**src/hdl/ldf_pkg.sv**
```systemverilog
// Shared types, register indexes and defaults for the length-framed byte deframer.
package ldf_pkg;

  localparam int STORE_DEPTH_DEF = 32;
  localparam int CFG_IDX_W       = 2;

  localparam logic [CFG_IDX_W-1:0] REG_FRAME_ID  = 2'd0;
  localparam logic [CFG_IDX_W-1:0] REG_GAP_LIMIT = 2'd1;

  localparam logic [7:0] FRAME_ID_RST  = 8'd0;
  localparam logic [7:0] GAP_LIMIT_RST = 8'd10;
  localparam logic [7:0] GAP_SAT       = 8'hFF;

  localparam logic OP_TICK = 1'b0;
  localparam logic OP_BYTE = 1'b1;

  typedef struct packed {
    logic       opcode;
    logic [7:0] rx_byte;
  } in_t;

  typedef struct packed {
    logic [7:0] frame_byte;
    logic [4:0] byte_index;
    logic       last;
  } out_t;

  typedef struct packed {
    logic [1:0] q_level;
    logic       back_busy;
  } front_stat_t;

endpackage

```
**src/hdl/ldf_ram.sv**
```systemverilog
// Generic single-write, single-read RAM with registered read data.
module ldf_ram #(
  parameter int W     = 8,
  parameter int DEPTH = 64
) (
  input  logic                     clk,
  input  logic                     wr_en,
  input  logic [$clog2(DEPTH)-1:0] wr_addr,
  input  logic [W-1:0]             wr_data,
  input  logic                     rd_en,
  input  logic [$clog2(DEPTH)-1:0] rd_addr,
  output logic [W-1:0]             rd_data
);

  logic [W-1:0] mem [DEPTH];
  logic [W-1:0] rd_data_r;

  always_ff @(posedge clk) begin
    if (wr_en) begin
      mem[wr_addr] <= wr_data;
    end
    if (rd_en) begin
      rd_data_r <= mem[rd_addr];
    end
  end

  assign rd_data = rd_data_r;

endmodule

```
**src/hdl/ldf_front.sv**
```systemverilog
// Front end: config registers, gap counter, frame parser, store writes and dump commands.
module ldf_front
  import ldf_pkg::*;
#(
  parameter int STORE_DEPTH = STORE_DEPTH_DEF
) (
  input  logic                                clk,
  input  logic                                rst_n,
  input  logic                                in_valid,
  output logic                                in_ready,
  input  in_t                                 in_data,
  input  logic                                cfg_valid,
  input  logic [CFG_IDX_W-1:0]                cfg_index,
  input  logic [7:0]                          cfg_data,
  input  front_stat_t                         stat,
  output logic                                wr_en,
  output logic [$clog2(STORE_DEPTH):0]        wr_addr,
  output logic [7:0]                          wr_data,
  output logic                                push,
  output logic [$clog2(STORE_DEPTH+1):0]      push_data
);

  localparam int AW = $clog2(STORE_DEPTH);
  localparam int CW = $clog2(STORE_DEPTH + 1);
  localparam logic [7:0]    DEPTH_B = 8'(STORE_DEPTH);
  localparam logic [CW-1:0] DEPTH_C = CW'(STORE_DEPTH);
  localparam logic [7:0]    MIN_LEN = 8'd3;

  logic [7:0]    frame_id_r, gap_limit_r;
  logic          receiving_r, receiving_nxt;
  logic [CW-1:0] byte_count_r, byte_count_nxt;
  logic [7:0]    frame_length_r, frame_length_nxt;
  logic [7:0]    gap_ticks_r, gap_ticks_nxt;
  logic          bank_r, bank_nxt;

  logic          accept, timeout, recv_eff;
  logic [CW-1:0] cnt_eff, cnt_inc;
  logic [7:0]    need;
  logic [1:0]    outstanding;

  // Two banks of the store; stall while both are owned by pending dumps.
  assign outstanding = stat.q_level + {1'b0, stat.back_busy};
  assign in_ready    = (outstanding < 2'd2);
  assign accept      = in_valid & in_ready;

  assign timeout  = (gap_ticks_r == GAP_SAT) || (gap_ticks_r > gap_limit_r);
  assign recv_eff = receiving_r & ~timeout;
  assign cnt_eff  = timeout ? '0 : byte_count_r;
  assign cnt_inc  = cnt_eff + 1'b1;
  assign need     = (frame_length_r < MIN_LEN) ? MIN_LEN : frame_length_r;

  always_comb begin
    receiving_nxt    = receiving_r;
    byte_count_nxt   = byte_count_r;
    frame_length_nxt = frame_length_r;
    gap_ticks_nxt    = gap_ticks_r;
    bank_nxt         = bank_r;
    wr_en            = 1'b0;
    wr_addr          = {bank_r, AW'(cnt_eff)};
    wr_data          = in_data.rx_byte;
    push             = 1'b0;
    push_data        = {bank_r, cnt_inc};
    if (accept) begin
      if (in_data.opcode == OP_TICK) begin
        if (gap_ticks_r != GAP_SAT) begin
          gap_ticks_nxt = gap_ticks_r + 8'd1;
        end
      end else begin
        gap_ticks_nxt  = 8'd0;
        receiving_nxt  = recv_eff;
        byte_count_nxt = cnt_eff;
        if (!recv_eff) begin
          if (in_data.rx_byte == frame_id_r) begin
            wr_en          = 1'b1;
            byte_count_nxt = cnt_inc;
            receiving_nxt  = 1'b1;
          end
        end else if (cnt_eff == CW'(1)) begin
          frame_length_nxt = in_data.rx_byte;
          if (in_data.rx_byte > DEPTH_B) begin
            receiving_nxt  = 1'b0;
            byte_count_nxt = '0;
          end else begin
            wr_en          = 1'b1;
            byte_count_nxt = cnt_inc;
          end
        end else if (cnt_eff >= DEPTH_C) begin
          receiving_nxt  = 1'b0;
          byte_count_nxt = '0;
        end else begin
          wr_en          = 1'b1;
          byte_count_nxt = cnt_inc;
          if (8'(cnt_inc) >= need) begin
            push           = 1'b1;
            bank_nxt       = ~bank_r;
            receiving_nxt  = 1'b0;
            byte_count_nxt = '0;
          end
        end
      end
    end
  end

  always_ff @(posedge clk) begin
    if (!rst_n) begin
      frame_id_r     <= FRAME_ID_RST;
      gap_limit_r    <= GAP_LIMIT_RST;
      receiving_r    <= 1'b0;
      byte_count_r   <= '0;
      frame_length_r <= 8'd0;
      gap_ticks_r    <= 8'd0;
      bank_r         <= 1'b0;
    end else begin
      receiving_r    <= receiving_nxt;
      byte_count_r   <= byte_count_nxt;
      frame_length_r <= frame_length_nxt;
      gap_ticks_r    <= gap_ticks_nxt;
      bank_r         <= bank_nxt;
      if (cfg_valid) begin
        if (cfg_index == REG_FRAME_ID) begin
          frame_id_r <= cfg_data;
        end else if (cfg_index == REG_GAP_LIMIT) begin
          gap_limit_r <= cfg_data;
        end
      end
    end
  end

endmodule

```
**src/hdl/ldf_cmdq.sv**
```systemverilog
// Two-entry queue of frame dump commands between front and back end.
module ldf_cmdq #(
  parameter int W = 8
) (
  input  logic         clk,
  input  logic         rst_n,
  input  logic         push,
  input  logic [W-1:0] push_data,
  input  logic         pop,
  output logic [W-1:0] head,
  output logic [1:0]   level
);

  logic [W-1:0] slot_r [2];
  logic         wr_ptr_r, rd_ptr_r;
  logic [1:0]   level_r;

  always_ff @(posedge clk) begin
    if (push) begin
      slot_r[wr_ptr_r] <= push_data;
    end
  end

  always_ff @(posedge clk) begin
    if (!rst_n) begin
      wr_ptr_r <= 1'b0;
      rd_ptr_r <= 1'b0;
      level_r  <= 2'd0;
    end else begin
      if (push) begin
        wr_ptr_r <= ~wr_ptr_r;
      end
      if (pop) begin
        rd_ptr_r <= ~rd_ptr_r;
      end
      level_r <= level_r + {1'b0, push} - {1'b0, pop};
    end
  end

  assign head  = slot_r[rd_ptr_r];
  assign level = level_r;

endmodule

```
**src/hdl/ldf_back.sv**
```systemverilog
// Back end: walks the store bank of a finished frame and presents its bytes.
module ldf_back
  import ldf_pkg::*;
#(
  parameter int STORE_DEPTH = STORE_DEPTH_DEF
) (
  input  logic                           clk,
  input  logic                           rst_n,
  input  logic [1:0]                     q_level,
  input  logic [$clog2(STORE_DEPTH+1):0] q_head,
  output logic                           q_pop,
  output logic                           busy,
  output logic                           rd_en,
  output logic [$clog2(STORE_DEPTH):0]   rd_addr,
  input  logic [7:0]                     rd_data,
  output logic                           out_valid,
  input  logic                           out_ready,
  output out_t                           out_data
);

  localparam int AW = $clog2(STORE_DEPTH);
  localparam int CW = $clog2(STORE_DEPTH + 1);

  localparam logic [1:0] S_IDLE = 2'd0;
  localparam logic [1:0] S_READ = 2'd1;
  localparam logic [1:0] S_SHOW = 2'd2;

  logic [1:0]    state_r, state_nxt;
  logic          bank_r, bank_nxt;
  logic [CW-1:0] n_r, n_nxt;
  logic [CW-1:0] k_r, k_nxt;
  logic [CW-1:0] k_inc;
  logic          last;

  assign k_inc = k_r + 1'b1;
  assign last  = (k_inc == n_r);

  always_comb begin
    state_nxt = state_r;
    bank_nxt  = bank_r;
    n_nxt     = n_r;
    k_nxt     = k_r;
    q_pop     = 1'b0;
    rd_en     = 1'b0;
    rd_addr   = {bank_r, AW'(k_inc)};
    unique case (state_r)
      S_IDLE: begin
        if (q_level != 2'd0) begin
          q_pop     = 1'b1;
          bank_nxt  = q_head[CW];
          n_nxt     = q_head[CW-1:0];
          k_nxt     = '0;
          rd_en     = 1'b1;
          rd_addr   = {q_head[CW], {AW{1'b0}}};
          state_nxt = S_READ;
        end
      end
      S_READ: begin
        state_nxt = S_SHOW;
      end
      S_SHOW: begin
        if (out_ready) begin
          if (last) begin
            state_nxt = S_IDLE;
          end else begin
            k_nxt     = k_inc;
            rd_en     = 1'b1;
            state_nxt = S_READ;
          end
        end
      end
      default: begin
        state_nxt = S_IDLE;
      end
    endcase
  end

  always_ff @(posedge clk) begin
    if (!rst_n) begin
      state_r <= S_IDLE;
    end else begin
      state_r <= state_nxt;
    end
  end

  always_ff @(posedge clk) begin
    bank_r <= bank_nxt;
    n_r    <= n_nxt;
    k_r    <= k_nxt;
  end

  assign busy                = (state_r != S_IDLE);
  assign out_valid           = (state_r == S_SHOW);
  assign out_data.frame_byte = rd_data;
  assign out_data.byte_index = 5'(k_r);
  assign out_data.last       = last;

endmodule

```
**src/hdl/length_framed_byte_deframer.sv**
```systemverilog
// A finished frame is queued as its final byte is taken, then dumped from the store.
// Throughput: one input transaction per cycle unless stalled; a frame dump reads each byte
//   from the store, then presents it, before reading the next.
// Input stalls only while two finished frames still own both store banks.
// Reset (rst_n low, synchronous): hunting, counters and queue cleared, frame_id 0,
//   gap_limit 10; store contents are not cleared.
module length_framed_byte_deframer
  import ldf_pkg::*;
#(
  parameter int STORE_DEPTH = STORE_DEPTH_DEF
) (
  input  logic                 clk,
  input  logic                 rst_n,
  input  logic                 in_valid,
  output logic                 in_ready,
  input  in_t                  in_data,
  output logic                 out_valid,
  input  logic                 out_ready,
  output out_t                 out_data,
  input  logic                 cfg_valid,
  output logic                 cfg_ready,
  input  logic [CFG_IDX_W-1:0] cfg_index,
  input  logic [7:0]           cfg_data
);

  // Store holds two banks so one frame can be received while the previous dumps.
  localparam int AW    = $clog2(STORE_DEPTH);
  localparam int CW    = $clog2(STORE_DEPTH + 1);
  localparam int RAW   = AW + 1;
  localparam int CMD_W = CW + 1;
  localparam int RAM_D = 2 << AW;

  logic             wr_en, rd_en;
  logic [RAW-1:0]   wr_addr, rd_addr;
  logic [7:0]       wr_data, rd_data;
  logic             push, pop;
  logic [CMD_W-1:0] push_data, q_head;
  logic [1:0]       q_level;
  logic             back_busy;
  front_stat_t      stat;

  // Register writes never stall.
  assign cfg_ready = 1'b1;

  assign stat.q_level   = q_level;
  assign stat.back_busy = back_busy;

  // Front: parse transactions, write bytes into the active bank, push dump commands.
  ldf_front #(
    .STORE_DEPTH(STORE_DEPTH)
  ) u_front (
    .clk       (clk),
    .rst_n     (rst_n),
    .in_valid  (in_valid),
    .in_ready  (in_ready),
    .in_data   (in_data),
    .cfg_valid (cfg_valid),
    .cfg_index (cfg_index),
    .cfg_data  (cfg_data),
    .stat      (stat),
    .wr_en     (wr_en),
    .wr_addr   (wr_addr),
    .wr_data   (wr_data),
    .push      (push),
    .push_data (push_data)
  );

  // Hold bank select and byte count for each finished frame.
  ldf_cmdq #(
    .W(CMD_W)
  ) u_cmdq (
    .clk       (clk),
    .rst_n     (rst_n),
    .push      (push),
    .push_data (push_data),
    .pop       (pop),
    .head      (q_head),
    .level     (q_level)
  );

  ldf_ram #(
    .W     (8),
    .DEPTH (RAM_D)
  ) u_store (
    .clk     (clk),
    .wr_en   (wr_en),
    .wr_addr (wr_addr),
    .wr_data (wr_data),
    .rd_en   (rd_en),
    .rd_addr (rd_addr),
    .rd_data (rd_data)
  );

  // Back: advance through the bank, one result transaction per stored byte.
  ldf_back #(
    .STORE_DEPTH(STORE_DEPTH)
  ) u_back (
    .clk       (clk),
    .rst_n     (rst_n),
    .q_level   (q_level),
    .q_head    (q_head),
    .q_pop     (pop),
    .busy      (back_busy),
    .rd_en     (rd_en),
    .rd_addr   (rd_addr),
    .rd_data   (rd_data),
    .out_valid (out_valid),
    .out_ready (out_ready),
    .out_data  (out_data)
  );

endmodule

```
**config.mk**
```make
export PLATFORM = sky130hd
export DESIGN_NAME = length_framed_byte_deframer
export DESIGN_NICKNAME = d
export VERILOG_FILES = /design/src/hdl/ldf_pkg.sv /design/src/hdl/ldf_ram.sv /design/src/hdl/ldf_front.sv /design/src/hdl/ldf_cmdq.sv /design/src/hdl/ldf_back.sv /design/src/hdl/length_framed_byte_deframer.sv
export SDC_FILE = /design/constraint.sdc
export NUM_CORES = 1
export LEC_CHECK = 0
export BUFFER_PORTS_ARGS = -buffer_cell sky130_fd_sc_hd__buf_2
export CELL_PAD_IN_SITES_DETAIL_PLACEMENT = 0
export CELL_PAD_IN_SITES_GLOBAL_PLACEMENT = 2
export CORE_MARGIN = 3
export CORE_UTILIZATION = 40
export CTS_CLUSTER_DIAMETER = 200
export CTS_CLUSTER_SIZE = 8
export DETAILED_ROUTE_END_ITERATION = 10
export PLACE_DENSITY_LB_ADDON = 0.05
export SLEW_MARGIN = 20
export SYNTH_ARGS = -nofsm -noshare
export SYNTH_HDL_FRONTEND = slang
export SYNTH_HIERARCHICAL = 1
export SYNTH_SLANG_ARGS = --single-unit
```
**constraint.sdc**
```tcl
create_clock -name clk -period 12.5 [get_ports clk]
set_clock_uncertainty 0.15 [all_clocks]
set_input_delay 1.25 -clock clk [delete_from_list [all_inputs] [get_ports clk]]
set_output_delay 1.25 -clock clk [all_outputs]
set_load 0.02 [all_outputs]
```
==> qor.yml <==
drt_pass1_iterations: 5
synth_fp_nets: 1387
drv_cap: 0
ys_top_cells_by_count: "edfxtp_1, nor2_1, mux4_2, dfxtp_1, mux2i_1"
grt_overflow: 0
ys_ff_latch: 594
dp.cells: 2090
grt_pass1_wl_mm: 87.2
p_switching_mw: 2.14
drc: 0
hpwl_mm: 35.0
clkLatencyLatePin_ns: 0.62
crit_path_cell_trace: "ha_1, nor2b_1, o211ai_1, a211o_1, and3_1, and2_1, inv_1, ha_1, or4b_1, a21oi_1, nor2_2, a22oi_1, nor2_1, nor2b_1, nand3_1, nor2_1"
worstMarginPinSlew_ns: 1.07
clockBufferDepth: 3
yosys-top-cells-area: "edfxtp_1, mux4_2, dfxtp_1"
rsz0062_at_grt: "false"
critPathArrivalTime_ns: 5.86
cts_buffers: 84
clkTransAtPathRegs_ns: 0.05
synth_edf_count: 547
areaGrowthSynthToFinish_pct: 12.9
drv_slew: 0
cellLeakagePower_nw: 8.80
viasPerCell: 5.51
drt-wirelength-per-cell_microns: 26.6
final_cell_count_no_fill: 2203
cp_slowest_stage_delay_ns: 0.94
netlist_area_sq_mm: 0.0243
synth-main-ff-cell: "edfxtp_1"
intPower_mw: 4.43
grt_max_degree: 89
track_usage_pct: 18.9
die_y_microns: 252
yosysMostFrequentCell: "edfxtp_1"
ctsHtreeMaxLevel: 3
gp_congestion: 0.737
final_nets: 1445
multiInputGateArea_sq_mm: 0.00631
fillers: 5072
clock.fmax_mhz: 173
cts_tree: "done"
crit_slowest_cell: "nor2_1"
fin_setup_tns_ns: 0
status: "finished clean"
grt_pass1_vias: 12700
die_x_microns: 252
fp-row-count: 89
core_area_sq_mm: 0.0596
finalSetupViolCount: 0
die_area_sq_mm: 0.0637
cp.required_ns: 12.58
cts_resized: 0
clockRootBuffer: "clkbuf_16"
slew_headroom_pct: 28.3
pin_count: 41
port_buffers: 39
vdd_drop_max_uv: 282
synth_top_area_share_pct: 67.7
seqCellArea_sq_mm: 0.0174
drive_gt1_share_pct: 22.6
hold_violations: 0
critPathCaptureType: "register"
crit_path_max_fanout: 15
cts_setup_buffers: 0
syn_area_per_cell_sq_um: 18.0
synth-warning-count: 6
diodes: 0
start_util_pct: 40.7
netlist_instances: 1345
pwr-share-seq_pct: 34.7
start_kind: "register"
final_antenna_net_count: 0
hold_buffers: 0
combPwrFrac_pct: 34.4
min_path_type: "register to register"
swShare_pct: 32.6
cts.sinks: 594
async_flop_share_pct: 0
power.density_mw_per_mm2: 240
initialDrtViolationCount: 851
min_period_ns: 5.78
antenna_found_initial: 1
vias: 12100
ys_seq_area_share_pct: 71.6
synth_cell_types: 72
wl_mm: 58.7
yosys.area.top_type: "edfxtp_1"
pwr-share-clk_pct: 30.9
finalCritPeriodShare_pct: 46.2
path_class: "register to register"
-- power groups by stage --
stage          combinational (mW)  clock, mW  sequential, mW
4_1_cts                      2.32       2.09            2.28
6_report                     2.26       2.03            2.28
2_1_floorplan                1.64          0            2.30
3_3_place_gp                 2.32          0            2.32
5_1_grt                      2.41       2.17            2.29
3_5_place_dp                 2.31          0            2.32
-- per-layer routing --
metal	wire length [microns]	share of wire, %	global-route usage (%)	vias up
li1	-	-	-	5415
met1	26700	45	26.3	6422
met2	28500	49	30.8	214
met3	2300	3.9	3.77	85
met4	1220	2.1	4.85	0
met5	0	0	0	-
-- logic make-up (layout without fill, tap and decap cells) --
group                    Yosys count  count (layout)  share of synthesized area, %
flip-flops                       594             594                          71.6
AND/OR/NAND/NOR                  296             296                          5.89
multiplexers                     192             192                          14.5
buffers and inverters            110             195                          2.68
AO/OA/AOI/OAI                    103             103                          3.10
XOR/XNOR                          31              31                          1.32
adder cells (fa/ha/maj)           18              18                         0.928
other                              1               1                        0.0155
-- sequential cells by signal, indices dropped and copies added, names as in the netlist, named ones only --
register                count
u_back/n_r                  6
u_cmdq/wr_ptr_r             1
u_front/byte_count_r        6
u_back/state_r              2
u_store/rd_data             8
u_front/receiving_r         1
u_front/gap_limit_r         8
u_cmdq/rd_ptr_r             1
u_cmdq/slot_r              14
u_front/frame_length_r      8
u_front/gap_ticks_r         8
u_back/bank_r               1
u_store/mem               512
u_back/k_r                  6
u_cmdq/level                2
u_front/frame_id_r          8
u_front/bank_r              1
-- worst max-delay path: cells and delay by family, from the launching register on --
family	cells	cell delay, ns
AND/OR/NAND/NOR	9	3.77
AO/OA/AOI/OAI	4	0.51
adder cells (fa/ha/maj)	2	0.46
flip-flops	1	0.40
buffers and inverters	1	0.09
-- stage by stage --
step	utilization (%)	hold WS (ns)	power [mW]	cell area, sq um	setup slack, ns
after global placement	42.1	0.322	4.64	25100	6.90
after floorplan	-	0.306	3.94	24300	8.48
after detailed placement	42.1	0.336	4.63	25100	6.82
after global routing	46.0	0.384	6.87	27400	6.41
after CTS	46.0	0.348	6.70	27400	6.79
final	46.0	0.344	6.57	27400	6.72
-- cells in the final DEF (no fill, tap or decap), types with 3 or more instances in the layout --
| cell | n |
|---|---|
| edfxtp_1 | 547 |
| nor2_1 | 139 |
| mux4_2 | 126 |
| clkbuf_16 | 87 |
| dfxtp_1 | 47 |
| mux2i_1 | 45 |
| buf_2 | 39 |
| nand2_1 | 36 |
| nand3_1 | 24 |
| inv_1 | 24 |
| clkbuf_1 | 21 |
| mux2_2 | 21 |
| xnor2_1 | 18 |
| a21oi_1 | 18 |
| ha_1 | 18 |
| nor2b_1 | 18 |
| buf_4 | 16 |
| and2_1 | 13 |
| nand2b_1 | 11 |
| nand4_1 | 10 |
| o21ai_0 | 10 |
| xor2_1 | 9 |
| nor3_1 | 8 |
| o221ai_1 | 8 |
| o22ai_1 | 8 |
| o21ai_1 | 6 |
| a221oi_1 | 6 |
| a211oi_1 | 5 |
| nand3b_1 | 5 |
| nor2_4 | 4 |
| a31oi_1 | 4 |
| o21a_1 | 4 |
| a22oi_1 | 4 |
| nor3b_1 | 4 |
| inv_6 | 3 |
| xnor3_1 | 3 |
| nor4_1 | 3 |
| o2111ai_1 | 3 |
| o2bb2ai_1 | 3 |
-- worst paths after layout --
| path | start | end | slack [ns] | cells past startpoint |
|---|---|---|---|---|
| setup / recovery | u_front/gap_ticks_r[1] | u_store/mem[62][5] | 6.72 | 16 |
| hold / removal | u_front/frame_length_r[0] | u_front/frame_length_r[0] | 0.34 | 2 |
| setup reg to reg | u_front/gap_ticks_r[1] | u_store/mem[62][5] | 6.72 | 16 |
| hold reg to reg | u_front/frame_length_r[0] | u_front/frame_length_r[0] | 0.34 | 2 |
-- area by class of cell --
type	instances	area share [%]
Multi-Input combinational cell	641	23.0
Inverter	25	0.342
Timing Repair Buffer	57	1.30
Clock inverter	5	0.201
Tap cell	773	3.53
Clock buffer	108	8.23
Sequential cell	594	63.4
Note: power is estimated with default switching activity, not from simulation.
